<file path="src/hw/rtl/icymd_pkg.sv">
// Shared types and constants for the ICY metadata demultiplexer.
// Used by icymd_core, icymd_out and icy_metadata_demux; depends on nothing.

package icymd_pkg;

   localparam int unsigned INTERVAL_W = 24;
   localparam int unsigned META_W     = 12;
   localparam int unsigned BYTE_W     = 8;
   // A length byte counts units of sixteen metadata bytes.
   localparam int unsigned UNIT_SHIFT = 4;

   typedef enum logic [1:0] {
      PH_AUDIO  = 2'd0,
      PH_LENGTH = 2'd1,
      PH_META   = 2'd2
   } phase_type;

   typedef enum logic {
      OP_BYTE    = 1'b0,
      OP_RESTART = 1'b1
   } op_type;

   typedef enum logic {
      KIND_AUDIO = 1'b0,
      KIND_META  = 1'b1
   } kind_type;

   typedef struct packed {
      kind_type          kind;
      logic [BYTE_W-1:0] data;
      logic              block_end;
   } result_type;

endpackage

</file>
<file path="src/hw/rtl/icy_metadata_demux.sv">
// Top level of the ICY metadata demultiplexer.
// Depends on icymd_pkg, icymd_core and icymd_out.
//
//   channel   direction  accepted when               carries
//   req_*     in         req_tvalid & req_tready     tuser operation, tdata stream_byte
//   rsp_*     out        rsp_tvalid & rsp_tready     tuser kind, tdata data, tlast block_end
//   csr_*     in         csr_valid & csr_ready       metadata_interval
//
// One item is accepted per cycle unless the rsp side stalls; it is held in the input register
// while the phase and counter logic classifies it, and its result lands in the output register.
// rsp_tvalid is the output register's valid flag. Length bytes and restarts give
// no result. A stalled rsp side holds the output register and, through it, the input
// register. Reset is synchronous and clears the interval, phase and counters.

module icy_metadata_demux (
   input  logic        clock,
   input  logic        reset,
   input  logic        req_tvalid,
   output logic        req_tready,
   input  logic [7:0]  req_tdata,   // [7:0] stream_byte
   input  logic        req_tuser,   // [0] operation
   output logic        rsp_tvalid,
   input  logic        rsp_tready,
   output logic [7:0]  rsp_tdata,   // [7:0] data
   output logic        rsp_tuser,   // [0] kind
   output logic        rsp_tlast,
   input  logic        csr_valid,
   output logic        csr_ready,
   input  logic [23:0] csr_data
);

   logic                  res_valid;
   logic                  res_ready;
   icymd_pkg::result_type res_item;
   icymd_pkg::result_type rsp_item;

   assign csr_ready = 1'b1;

   icymd_core u_core (
      .clock      (clock),
      .reset      (reset),
      .csr_valid  (csr_valid),
      .csr_data   (csr_data),
      .req_tvalid (req_tvalid),
      .req_tready (req_tready),
      .req_op     (req_tuser),
      .req_byte   (req_tdata),
      .res_valid  (res_valid),
      .res_ready  (res_ready),
      .res_item   (res_item)
   );

   icymd_out u_out (
      .clock      (clock),
      .reset      (reset),
      .load_valid (res_valid),
      .load_ready (res_ready),
      .load_item  (res_item),
      .rsp_tvalid (rsp_tvalid),
      .rsp_tready (rsp_tready),
      .rsp_item   (rsp_item)
   );

   assign rsp_tdata = rsp_item.data;
   assign rsp_tuser = rsp_item.kind;
   assign rsp_tlast = rsp_item.block_end;

endmodule

</file>
<file path="src/hw/rtl/icymd_out.sv">
// Result register of the ICY metadata demultiplexer.
// Depends on icymd_pkg for the result item type.

module icymd_out (
   input  logic                 clock,
   input  logic                 reset,
   input  logic                 load_valid,
   output logic                 load_ready,
   input  icymd_pkg::result_type load_item,
   output logic                 rsp_tvalid,
   input  logic                 rsp_tready,
   output icymd_pkg::result_type rsp_item
);

   logic                  valid_ff, valid_in;
   icymd_pkg::result_type item_ff, item_in;

   // The register may be refilled in the same cycle that its item is taken.
   assign load_ready = !valid_ff || rsp_tready;

   always_comb begin
      valid_in = valid_ff;
      item_in  = item_ff;
      if (load_valid && load_ready) begin
         valid_in = 1'b1;
         item_in  = load_item;
      end else if (rsp_tready) begin
         valid_in = 1'b0;
      end
   end

   always_ff @(posedge clock) begin
      if (reset) begin
         valid_ff <= 1'b0;
      end else begin
         valid_ff <= valid_in;
      end
      item_ff <= item_in;
   end

   assign rsp_tvalid = valid_ff;
   assign rsp_item   = item_ff;

endmodule

</file>
<file path="src/hw/rtl/icymd_core.sv">
// Input register, interval register and phase/counter logic of the demultiplexer.
// Depends on icymd_pkg; hands result items to icymd_out.

module icymd_core (
   input  logic                             clock,
   input  logic                             reset,
   input  logic                             csr_valid,
   input  logic [icymd_pkg::INTERVAL_W-1:0] csr_data,
   input  logic                             req_tvalid,
   output logic                             req_tready,
   input  logic                             req_op,
   input  logic [icymd_pkg::BYTE_W-1:0]     req_byte,
   output logic                             res_valid,
   input  logic                             res_ready,
   output icymd_pkg::result_type            res_item
);

   logic [icymd_pkg::INTERVAL_W-1:0] interval_ff, interval_in;
   logic                             hold_valid_ff, hold_valid_in;
   icymd_pkg::op_type                hold_op_ff, hold_op_in;
   logic [icymd_pkg::BYTE_W-1:0]     hold_byte_ff, hold_byte_in;
   icymd_pkg::phase_type             phase_ff, phase_in;
   logic [icymd_pkg::INTERVAL_W-1:0] audio_count_ff, audio_count_in;
   logic [icymd_pkg::META_W-1:0]     meta_left_ff, meta_left_in;

   logic                             emits;
   logic                             advance;
   logic [icymd_pkg::INTERVAL_W-1:0] count_next;
   logic [icymd_pkg::META_W-1:0]     meta_len;

   assign count_next = audio_count_ff + icymd_pkg::INTERVAL_W'(1);
   assign meta_len   = {hold_byte_ff, icymd_pkg::UNIT_SHIFT'(0)};

   always_comb begin
      emits           = 1'b0;
      res_item        = '{kind: icymd_pkg::KIND_AUDIO, data: hold_byte_ff, block_end: 1'b0};
      phase_in        = phase_ff;
      audio_count_in  = audio_count_ff;
      meta_left_in    = meta_left_ff;
      if (hold_op_ff == icymd_pkg::OP_RESTART) begin
         phase_in       = icymd_pkg::PH_AUDIO;
         audio_count_in = '0;
         meta_left_in   = '0;
      end else begin
         unique case (phase_ff)
            icymd_pkg::PH_LENGTH: begin
               meta_left_in = meta_len;
               if (meta_len == '0) begin
                  phase_in       = icymd_pkg::PH_AUDIO;
                  audio_count_in = '0;
               end else begin
                  phase_in = icymd_pkg::PH_META;
               end
            end
            icymd_pkg::PH_META: begin
               emits              = 1'b1;
               res_item.kind      = icymd_pkg::KIND_META;
               res_item.block_end = (meta_left_ff <= icymd_pkg::META_W'(1));
               if (res_item.block_end) begin
                  meta_left_in   = '0;
                  phase_in       = icymd_pkg::PH_AUDIO;
                  audio_count_in = '0;
               end else begin
                  meta_left_in = meta_left_ff - icymd_pkg::META_W'(1);
               end
            end
            default: begin
               // The unused phase code behaves as audio.
               emits    = 1'b1;
               phase_in = icymd_pkg::PH_AUDIO;
               if (interval_ff != '0) begin
                  if (count_next == '0 || count_next >= interval_ff) begin
                     audio_count_in = '0;
                     phase_in       = icymd_pkg::PH_LENGTH;
                  end else begin
                     audio_count_in = count_next;
                  end
               end
            end
         endcase
      end
   end

   // An item without a result leaves the input register at once.
   assign advance    = hold_valid_ff && (!emits || res_ready);
   assign res_valid  = hold_valid_ff && emits;
   assign req_tready = !hold_valid_ff || advance;

   always_comb begin
      hold_valid_in = hold_valid_ff;
      hold_op_in    = hold_op_ff;
      hold_byte_in  = hold_byte_ff;
      if (req_tvalid && req_tready) begin
         hold_valid_in = 1'b1;
         hold_op_in    = icymd_pkg::op_type'(req_op);
         hold_byte_in  = req_byte;
      end else if (advance) begin
         hold_valid_in = 1'b0;
      end
      interval_in = csr_valid ? csr_data : interval_ff;
   end

   always_ff @(posedge clock) begin
      if (reset) begin
         interval_ff    <= '0;
         hold_valid_ff  <= 1'b0;
         phase_ff       <= icymd_pkg::PH_AUDIO;
         audio_count_ff <= '0;
         meta_left_ff   <= '0;
      end else begin
         interval_ff   <= interval_in;
         hold_valid_ff <= hold_valid_in;
         if (advance) begin
            phase_ff       <= phase_in;
            audio_count_ff <= audio_count_in;
            meta_left_ff   <= meta_left_in;
         end
      end
      hold_op_ff   <= hold_op_in;
      hold_byte_ff <= hold_byte_in;
   end

   // Metadata bytes are outstanding exactly while in the metadata phase.
   a_meta_left_phase: assert property (@(posedge clock) disable iff (reset)
      (phase_ff == icymd_pkg::PH_META) == (meta_left_ff != '0))
      else $error("meta_left disagrees with phase");

   // Audio bytes are only counted during the audio phase.
   a_count_phase: assert property (@(posedge clock) disable iff (reset)
      (audio_count_ff != '0) |-> (phase_ff == icymd_pkg::PH_AUDIO))
      else $error("audio count held outside the audio phase");

   // A restart that leaves the input register returns to the start of audio.
   a_restart: assert property (@(posedge clock) disable iff (reset)
      (advance && hold_op_ff == icymd_pkg::OP_RESTART) |=>
      (phase_ff == icymd_pkg::PH_AUDIO && audio_count_ff == '0 && meta_left_ff == '0))
      else $error("restart did not clear the state");

   // A length byte never produces a result item.
   a_length_silent: assert property (@(posedge clock) disable iff (reset)
      (hold_valid_ff && hold_op_ff == icymd_pkg::OP_BYTE && phase_ff == icymd_pkg::PH_LENGTH)
      |-> !res_valid)
      else $error("length byte produced a result");

endmodule
</file>
<file path="config.mk">
export PLATFORM = sky130hd
export DESIGN_NAME = icy_metadata_demux
export DESIGN_NICKNAME = d
export VERILOG_FILES = /design/src/hw/rtl/icymd_pkg.sv /design/src/hw/rtl/icy_metadata_demux.sv /design/src/hw/rtl/icymd_out.sv /design/src/hw/rtl/icymd_core.sv
export SDC_FILE = /design/constraint.sdc
export NUM_CORES = 1
export LEC_CHECK = 0
export BUFFER_PORTS_ARGS = -buffer_cell sky130_fd_sc_hd__buf_2
export CORE_UTILIZATION = 50
export DETAILED_ROUTE_END_ITERATION = 10
export GPL_TIMING_DRIVEN = 0
export PLACE_DENSITY = 0.74
export SETUP_SLACK_MARGIN = 0.5
export SYNTH_ARGS = -nofsm -noshare
export SYNTH_HDL_FRONTEND = slang
export SYNTH_SLANG_ARGS = --single-unit
</file>
<file path="constraint.sdc">
create_clock -name clock -period 4.4 [get_ports clock]
set_clock_uncertainty 0.1 [all_clocks]
set_input_delay 0.44 -clock clock [delete_from_list [all_inputs] [get_ports clock]]
set_output_delay 0.44 -clock clock [all_outputs]
set_load 0.01 [all_outputs]
</file>
# Word-level counts from Yosys, hierarchy flattened
# Cells that the tools add are included.
dict set report classes {
  addsub 2
  mul 0
  n_div 0
  magnitude_cmp 2
  eq_ne 4
  shifts 0
  n_mux 22
  bitwise_logic 1
  reduce_logical 22
}
# operator n
set ops {}
lappend ops {{$mux 24} 5}
lappend ops {{$pmux 24 s2} 1}
lappend ops {{$add 24x1->24 const B} 1}
lappend ops {{$ge 24x24->1} 1}
lappend ops {{$logic_not 24->1} 1}
lappend ops {{$mux 12} 2}
lappend ops {{$pmux 12 s2} 1}
lappend ops {{$reduce_bool 24->1} 1}
lappend ops {{$le 12x1->1 const B} 1}
lappend ops {{$logic_not 12->1} 1}
lappend ops {{$sub 12x1->12 const B} 1}
lappend ops {{$mux 1} 8}
lappend ops {{$mux 2} 4}
lappend ops {{$ne 3x1->1 const B} 2}
lappend ops {{$logic_and 1x1->1} 4}
lappend ops {{$logic_or 1x1->1} 4}
lappend ops {{$pmux 2 s2} 1}
lappend ops {{$reduce_and 2->1} 2}
lappend ops {{$reduce_and 4->1} 1}
lappend ops {{$reduce_bool 2->1} 2}
lappend ops {{$reduce_bool 4->1} 1}
lappend ops {{$logic_not 1->1} 3}
lappend ops {{$reduce_bool 3->1} 1}
lappend ops {{$eq 2x1->1 const B} 1}
lappend ops {{other kinds (3)} 3}
dict set report word_totals {
  ff_bits 83
  latch_bits 0
  ram_bits 0
  romBits 0
  input_bits 38
  out_inout_bits 13
  wordCells 64
  n_memories 0
}

# Longest topological paths before layout
# Gate-level depths: netlist of run 1.
dict set report logic_depth {
  ltp_word 9
  depth_mapped 15
  depth_no_buf 13
}

# By module
# A second synthesis of run 1 with hierarchy kept.
dict set report hier_totals {
  cells_unflattened 558
  area_unflattened_um2 4874.7
}
# module instances cells_per_inst area_per_inst_um2 seq_area_each_um2
set by_module_without_submodules {}
lappend by_module_without_submodules {icymd_core 1 541 4508.1 1531.5}
lappend by_module_without_submodules {icymd_out 1 15 355.3 320.3}
lappend by_module_without_submodules {icy_metadata_demux 1 2 11.3 0.0}

# Worst setup path before layout of run 1
# OpenSTA, ideal clock, no wires.
dict set report synth_path {
  path_kind {reg2reg}
  start {register u_core.audio_count_ff[9] (netlist name)}
  end {register u_core.audio_count_ff[9] (netlist name)}
  setup_time_ps 127
  t_arrival_ps 3531
  required_ps 4173
  path_slack_ps 642
  path_stages_with_launch 16
  n_path_buf 3
  synth_period_minus_slack_ps 3758
  cell_sequence {dfxtp_1 clkbuf_1 nand3_1 or4_1 clkbuf_1 or3_1 xnor2_1 ha_1 nand4_1 nor4_1 o21ai_0 o211a_1 and3_1 buf_4 a22oi_1 o31ai_1}
}
dict set report synth_via {
  elab_chain_cells 7
  elab_cells_between_ends 8
  cone_classes {1 x add/sub; 1 x order compare; 4 x mux; 2 x reduce/logical}
}
# element line
set synth_rtl {}
lappend synth_rtl {{start: declaration} icymd_core.sv:23} ;# logic [icymd_pkg::INTERVAL_W-1:0] audio_count_ff, audio_count_in;
lappend synth_rtl {{start signal: assignment} icymd_core.sv:115} ;# audio_count_ff <= audio_count_in;
lappend synth_rtl {{$add 24x1->24 *} icymd_core.sv:31} ;# assign count_next = audio_count_ff + icymd_pkg::INTERVAL_W'(1);
lappend synth_rtl {{$ge 24x24->1 / $logic_not 24->1 (equally long branches)} icymd_core.sv:72} ;# if (count_next == '0 || count_next >= interval_ff) begin
lappend synth_rtl {{$logic_or 1x1->1} icymd_core.sv:72}
lappend synth_rtl {{$mux 24 *} icymd_core.sv:72}
lappend synth_rtl {{$mux 24 *} icymd_core.sv:71} ;# if (interval_ff != '0) begin
lappend synth_rtl {{$pmux 24 s2 *} icymd_core.sv:45} ;# unique case (phase_ff)
lappend synth_rtl {{$mux 24 *} icymd_core.sv:40} ;# if (hold_op_ff == icymd_pkg::OP_RESTART) begin
# Mark *: on every way between the ends. The rest lies on a longest branch, timed or not. The select of a mux whose other input is x is not followed.
# A chain may end at the register's enable or synchronous reset.

# Worst setup path after layout of run 1
dict set report layout_path {
  start {register u_core.audio_count_ff[2] (netlist name)}
  end {register u_core.audio_count_ff[21] (netlist name)}
}
# The elaborated chain is that of the path after synthesis.

==> out/results.tsv, run 1 <==
stage	metric	value	unit
run_status	outcome	complete, no violations	
grt	met3 usage	5.084	%
power_and_ir_drop	total power	1.576	mW
clock_tree	Worst-Skew Late Latency	360	ps
synth	Most used DFF post-synth	dfxtp_1	
synth	asr flop ratio synth	0	%
grt	routing usage on met2	37.45	%
finish	commonest non-fill, non-tap cell in the layout	nor2_1	
place	IO buf count	48	
floorplan	Die Width	99.98	um
grt	vias in the first global route	3917	
synth	synth top area cells	dfxtp_1 (27%), edfxtp_1 (12%), ha_1 (7.6%), mux2i_1 (5.4%), nor2_1 (5.2%)	
sta	Setup TNS	0	ps
critical_path	slowest CP cell	or4_4	
sta	Worst-Margin Slew	988.1	ps
floorplan	die area	0.009995	mm2
grt	initial antenna violation count	0	
sta	Hold Fails Final Rpt	0	
synth	register area share after synthesis	38.58	%
power_and_ir_drop	Seq pwr share	52.5	%
drt	routed len/inst	15.45	um
synth	synthesized instance count	545	
floorplan	core area	0.009284	mm2
sta	f_max	263.2	MHz
clock_tree	root buffer cell	clkbuf_8	
floorplan	Initial Util	51.70	%
place	GP Congestion	0.8637	
power_and_ir_drop	clock network fraction of total power	35.3	%
drt	Via density	5.668	
finish	synthesis-to-layout area growth	18.74	%
synth	EDFF count, synth	19	
power_and_ir_drop	Power Dens Cells	276.5	mW/mm2
drt	drt first pass iters	5	
finish	fin nets	685	
grt	met1 global-route usage	32.44	%
sta	Pins Over Slew Limit	0	
floorplan	chip height	99.98	um
critical_path	CP arrival	3970	ps
power_and_ir_drop	combinational power share	12.2	%
synth	Mean Syn Cell Area	8.807	um2
clock_tree	# H-tree levels	3	
clock_tree	total CTS buffers	9	
drt	Routed WL	11620	um
synth	Synth Register Bits	83	
grt	total gr overflow	0	
critical_path	CP dominant cell by count	buf_6	
clock_tree	Post-CTS Hold Fix Bufs	0	
finish	final cell count without fillers	752	
grt	largest net degree at the start of global routing	19	
floorplan	FP Rows	35	
drt	post-route ant nets	0	
synth	Synth Cell Area	0.004800	mm2
critical_path	family with the most delay on the worst path	compound AO/OA/AOI/OAI gates	
floorplan	io pins	51	
drt	via count	4262	
grt	first-pass GRT wire length	18670	um
sta	Max transition margin	33.88	%
synth	synth warn	0	
synth	post-synth cell types	64	
sta	Final Cycle Share	86.35	%
power_and_ir_drop	switch share	29.04	%
grt	Total GRT Usage	23.79	%
sta	# setup viols final	0	
drt	final routed DRC violation total	0	
critical_path	CP cell instances	buf_6, nand4_1, or4_4, buf_6, or3_4, xnor2_1, ha_1, a21oi_2, o21ai_2, a221oi_2, o211a_4, nand3_4, o2bb2a_1, o31ai_1	
sta	min cycle time layout	3799	ps
clock_tree	clock sinks	83	
synth	leading area contributor after synthesis	dfxtp_1	
finish	Diodes inserted	0	
critical_path	Worst Path Buf+Inv	2	
place	Inst Count DP	722	
power_and_ir_drop	Static Leakage	2.370	nW
clock_tree	Max clock buf depth	2	
clock_tree	Clock transition at path regs	100	ps
synth	share of the synthesized area in the top cell type	26.69	%
grt	global route hottest layer	met2	
place	post-DP HPWL	8180	um
critical_path	Max FO, Critical Path	8	
finish	layout cells sized above 1	20.55	%
drt	initial drt markers	277	
finish	most frequent cells in the layout	nor2_1 (66), dfxtp_1 (60), buf_2 (53)	
sta	unrepaired setup endpoints after global routing	yes	
job	max-cap violation count	0	
synth	syn nets	612	
critical_path	CP peak stage delay	570	ps
power_and_ir_drop	switching pwr	0.4575	mW
power_and_ir_drop	VDD IR max	0.1571	mV
power_and_ir_drop	internal power	1.118	mW
worst_hold_path	Hold WC Path Type	in2reg	
critical_path	critical path launch point type	flip-flop	
critical_path	CP Class	reg2reg	
clock_tree	TritonCTS clock tree	built	
critical_path	critical path endpoint category	flip-flop	
critical_path	WP data required	4580	ps
## synthesized netlist by cell type, types with 3 or more instances
cell type / count
nor2_1: 66
dfxtp_1: 64
inv_1: 46
nand2_1: 38
ha_1: 29
xnor2_1: 28
mux2i_1: 26
edfxtp_1: 19
clkbuf_1: 18
nor4_1: 18
a21oi_1: 15
nand3_1: 15
a22o_1: 11
nand4_1: 11
nor3_1: 11
o21ai_0: 11
a22oi_1: 10
o31ai_1: 9
and3_1: 7
o22ai_1: 6
xor2_1: 6
buf_2: 5
buf_1: 4
o211ai_1: 4
o2bb2a_1: 4
or3_1: 4
a2111oi_0: 3
a211oi_1: 3
a21o_1: 3
and4_1: 3
o21ai_1: 3
or4_1: 3
## final cells by class
cell class	count	area, um2
clock inverter	7	76.32
timing repair buffer	61	355.3
fill	815	3585
buffer	31	172.7
tap	129	161.4
sequential	83	1857
multi-input combinational	386	2780
clock buffer	9	123.9
inverter	46	172.7
## cell families (layout without fill, tap and decap cells)
group                    Yosys count  in the layout  synth area share [%]
XOR/XNOR                          34             34                 6.204
other                              1              1               0.07813
multiplexers                      28             28                 5.892
AO/OA/AOI/OAI                     97             97                 14.34
adder cells (fa/ha/maj)           29             29                 7.560
AND/OR/NAND/NOR                  196            197                 20.86
buffers and inverters             77            154                 6.491
flip-flops                        83             83                 38.58
## path summary, 6_finish.rpt
check	to	cells past startpoint	start	slack, ps
worst min register to register	u_core.phase_ff[1]$_SDFFE_PP0P_	2	u_core.phase_ff[1]$_SDFFE_PP0P_	390
worst min-delay path	u_core.hold_byte_ff[7]$_DFFE_PP_	1	req_tdata[7]	140
worst max register to register	u_core.audio_count_ff[21]$_SDFFE_PP0P_	14	u_core.audio_count_ff[2]$_SDFFE_PP0P_	600
worst max-delay path	u_core.audio_count_ff[21]$_SDFFE_PP0P_	14	u_core.audio_count_ff[2]$_SDFFE_PP0P_	600
## worst reg2reg max path: cells and delay by family (launching register included)
| kind | cells | cell delay, ps |
|---|---|---|
| AO/OA/AOI/OAI | 6 | 1300 |
| XOR/XNOR | 1 | 140 |
| adder cells (fa/ha/maj) | 1 | 340 |
| buffers and inverters | 2 | 270 |
| flip-flops | 1 | 340 |
| AND/OR/NAND/NOR | 4 | 1230 |
## power by group through the flow
| stage | Combinational (mW) | Clock (mW) | Sequential (mW) |
|---|---|---|---|
| 2_1_floorplan | 0.126 | 0 | 0.839 |
| 3_3_place_gp | 0.173 | 0 | 0.843 |
| 6_report | 0.192 | 0.556 | 0.828 |
| 5_1_grt | 0.215 | 0.609 | 0.832 |
| 4_1_cts | 0.183 | 0.565 | 0.827 |
| 3_5_place_dp | 0.178 | 0 | 0.844 |
## per-stage QoR
stage / hold slack (ps) / setup WS [ps] / area [um2] / utilization [%]
finish: 143.9 / 600.8 / 5699 / 61.39
global route: 109.7 / 431.5 / 5699 / 61.39
CTS: 135.0 / 475.9 / 5544 / 59.72
detailed placement: 374.4 / -147.4 / 5201 / 56.02
global placement: 361.3 / -204.9 / 5201 / 56.02
floorplan: 347.7 / 642.3 / 4800 / -
## sequential cells by signal (all words and copies together) (netlist names)
name,count
u_core.audio_count_ff,24
u_core.hold_byte_ff,8
u_core.hold_op_ff,1
u_core.hold_valid_ff,1
u_core.interval_ff,24
u_core.meta_left_ff,12
u_core.phase_ff,2
u_out.rsp_item,10
u_out.rsp_tvalid,1
## routing by layer
metal | wire (um) | part of all wire (%)
met2 | 5314 | 46
met5 | 0 | 0
met3 | 737 | 6.3
met1 | 5318 | 46
met4 | 252 | 2.2
## repair_timing
action | 4_1_cts | 5_1_grt
buffers inserted | 6 | 6
resized for setup | 24 | 23
pin swaps | 6 | 14
endpoints found under the setup margin | 25 | 24
cloned | 0 | 2
(Power assumes the default switching activity.)
==> inputs of run 2 (changes only) <==
- clock period: 4.4 -> 4.8 ns (I/O delays scaled with it)
==> run 2 against run 1 <==
  * Hold slack improved by 42 ps
  * Die area did not move
  * Clock-buffer cell count did not move
  * Final area fell by 3.1%
==> out/results.tsv, run 2 (synthesis results as in run 1) <==
stage	metric	value	unit
drt	Routed WL	11150	um
critical_path	critical path launch point type	flip-flop	
clock_tree	Post-CTS Hold Fix Bufs	0	
critical_path	critical path endpoint category	flip-flop	
sta	Setup TNS	0	ps
critical_path	CP endpoint	u_core.audio_count_ff[9]$_SDFFE_PP0P_	
drt	initial drt markers	247	
power_and_ir_drop	clock network fraction of total power	35.5	%
critical_path	crit path launch	u_core.audio_count_ff[2]$_SDFFE_PP0P_	
floorplan	die area	0.009995	mm2
power_and_ir_drop	switching pwr	0.4150	mW
power_and_ir_drop	Power Dens Cells	259.7	mW/mm2
sta	Hold Fails Final Rpt	0	
clock_tree	root buffer cell	clkbuf_8	
critical_path	family with the most delay on the worst path	simple AND/OR/NAND/NOR gates	
place	Inst Count DP	722	
sta	Final Cycle Share	84.39	%
sta	f_max	246.9	MHz
place	GP Congestion	0.8637	
finish	layout cells sized above 1	16.94	%
critical_path	CP arrival	4220	ps
sta	# setup viols final	0	
drt	final routed DRC violation total	0	
drt	post-route ant nets	0	
floorplan	core area	0.009284	mm2
finish	fin nets	676	
drt	routed len/inst	15.00	um
clock_tree	Clock transition at path regs	100	ps
critical_path	worst reg2reg path depth	15	
critical_path	Worst Path Buf+Inv	3	
grt	Total GRT Usage	23.16	%
critical_path	WP data required	4970	ps
job	max-cap violation count	0	
grt	total gr overflow	0	
clock_tree	clock sinks	83	
floorplan	Initial Util	51.70	%
finish	Diodes inserted	0	
clock_tree	# H-tree levels	3	
floorplan	FP Rows	35	
sta	unrepaired setup endpoints after global routing	no	
floorplan	io pins	51	
power_and_ir_drop	Seq pwr share	52.9	%
power_and_ir_drop	internal power	1.019	mW
drt	via count	4165	
critical_path	Worst path depth	15	
finish	fillers	839	
place	IO buf count	48	
critical_path	Critical R2R Capture	u_core.audio_count_ff[9]$_SDFFE_PP0P_	
critical_path	CP cell instances	buf_2, nand4_1, or4_1, clkbuf_1, or3_4, xnor2_1, ha_1, a21oi_1, o21ai_0, a221oi_2, o211a_1, and3_1, buf_4, a22oi_1, o31ai_1	
critical_path	CP peak stage delay	540	ps
floorplan	chip height	99.98	um
floorplan	Die Width	99.98	um
grt	initial antenna violation count	0	
critical_path	worst r2r src	u_core.audio_count_ff[2]$_SDFFE_PP0P_	
power_and_ir_drop	VDD IR max	0.1437	mV
place	post-DP HPWL	8180	um
sta	min cycle time layout	4051	ps
sta	Max transition margin	35.31	%
clock_tree	total CTS buffers	9	
worst_hold_path	Hold WC Path Type	in2reg	
clock_tree	Max clock buf depth	2	
finish	Top Registers	u_core.audio_count_ff x24, u_core.interval_ff x24, u_core.meta_left_ff x12	
finish	final cell count without fillers	743	
finish	synthesis-to-layout area growth	15.02	%
power_and_ir_drop	combinational power share	11.5	%
finish	most frequent cells in the layout	nor2_1 (66), dfxtp_1 (63), buf_2 (53)	
grt	vias in the first global route	3839	
run_status	outcome	complete, no violations	
critical_path	Max FO, Critical Path	10	
grt	largest net degree at the start of global routing	19	
critical_path	CP Class	reg2reg	
clock_tree	Worst-Skew Late Latency	360	ps
sta	Worst-Margin Slew	965.8	ps
critical_path	flop-to-flop setup slack	750	ps
power_and_ir_drop	Static Leakage	2.308	nW
critical_path	slowest CP cell	or4_1	
grt	first-pass GRT wire length	18250	um
power_and_ir_drop	switch share	28.94	%
clock_tree	TritonCTS clock tree	built	
finish	commonest non-fill, non-tap cell in the layout	nor2_1	
drt	Via density	5.606	
drt	drt first pass iters	5	
sta	Pins Over Slew Limit	0	
## run 2: cell count changes in the layout (fill, tap and decap cells not counted), moves of 2 or more
| cell | previous run | this run |
|---|---|---|
| clkbuf_2 | 1 | 4 |
| clkbuf_1 | 14 | 16 |
| dfxtp_1 | 60 | 63 |
| buf_6 | 3 | 1 |
| dfxtp_2 | 4 | 1 |
| buf_4 | 15 | 7 |
## run 2: worst reg2reg max path, delay by kind of cell, from the launching register on
| kind | cells | cell delay [ps] |
|---|---|---|
| buf+inv | 3 | 580 |
| fa+ha+maj | 1 | 310 |
| compound gates | 6 | 1090 |
| simple gates | 4 | 1430 |
| flops | 1 | 320 |
| xor+xnor | 1 | 140 |
## run 2: worst min-delay path by stage
stage / start / endpoint / slack, ps / depth (start not counted)
2_1_floorplan: u_core.hold_byte_ff[0]$_DFFE_PP_ / u_out.rsp_item[1]$_DFFE_PP_ / 350 / 0
3_3_place_gp: u_core.phase_ff[1]$_SDFFE_PP0P_ / u_core.phase_ff[1]$_SDFFE_PP0P_ / 360 / 2
3_5_place_dp: u_core.phase_ff[1]$_SDFFE_PP0P_ / u_core.phase_ff[1]$_SDFFE_PP0P_ / 370 / 2
4_1_cts: req_tdata[7] / u_core.hold_byte_ff[7]$_DFFE_PP_ / 180 / 1
5_1_grt: req_tdata[1] / u_core.hold_byte_ff[1]$_DFFE_PP_ / 150 / 1
6_report: req_tdata[7] / u_core.hold_byte_ff[7]$_DFFE_PP_ / 190 / 1
## run 2: what timing repair did
item	CTS	global route
setup endpoints to repair	23	23
resized for setup	5	13
buffers inserted	1	4
pin swaps	1	4
## run 2: per-layer routing
metal | global-route usage (%) | vias to the layer above | part of all wire [%]
met5 | 0 | - | 0
met4 | 7.581 | 0 | 0.89
met3 | 4.526 | 11 | 5.3
met2 | 36.34 | 132 | 46
met1 | 32.17 | 1938 | 48
li1 | - | 2084 | -
## run 2: power groups by stage
stage,Combinational [mW],Sequential [mW],Clock (mW)
after floorplan,0.116,0.769,0
after global placement,0.159,0.773,0
after detailed placement,0.163,0.774,0
after CTS,0.165,0.758,0.518
after global routing,0.187,0.762,0.558
final,0.165,0.759,0.510
## run 2: through the flow
stage	hold WS (ps)	power (mW)	area [um2]	setup slack (ps)	util (%)
CTS	175.0	1.441	5434	515.6	58.53
global route	153.9	1.507	5520	475.9	59.46
floorplan	347.7	0.8844	4800	1042	-
finish	186.1	1.434	5520	749.3	59.46
detailed placement	374.4	0.9368	5201	252.6	56.02
global placement	361.3	0.9321	5201	195.1	56.02
## run 2: cell type report
cell class,count,area (um2),share of cell area [%]
multi-input combinational,385,2713,49.14
sequential,83,1853,33.57
timing repair buffer,53,277.8,5.032
inverter,46,172.7,3.128
tap,129,161.4,2.924
buffer,31,142.6,2.584
clock buffer,9,123.9,2.244
clock inverter,7,76.32,1.383
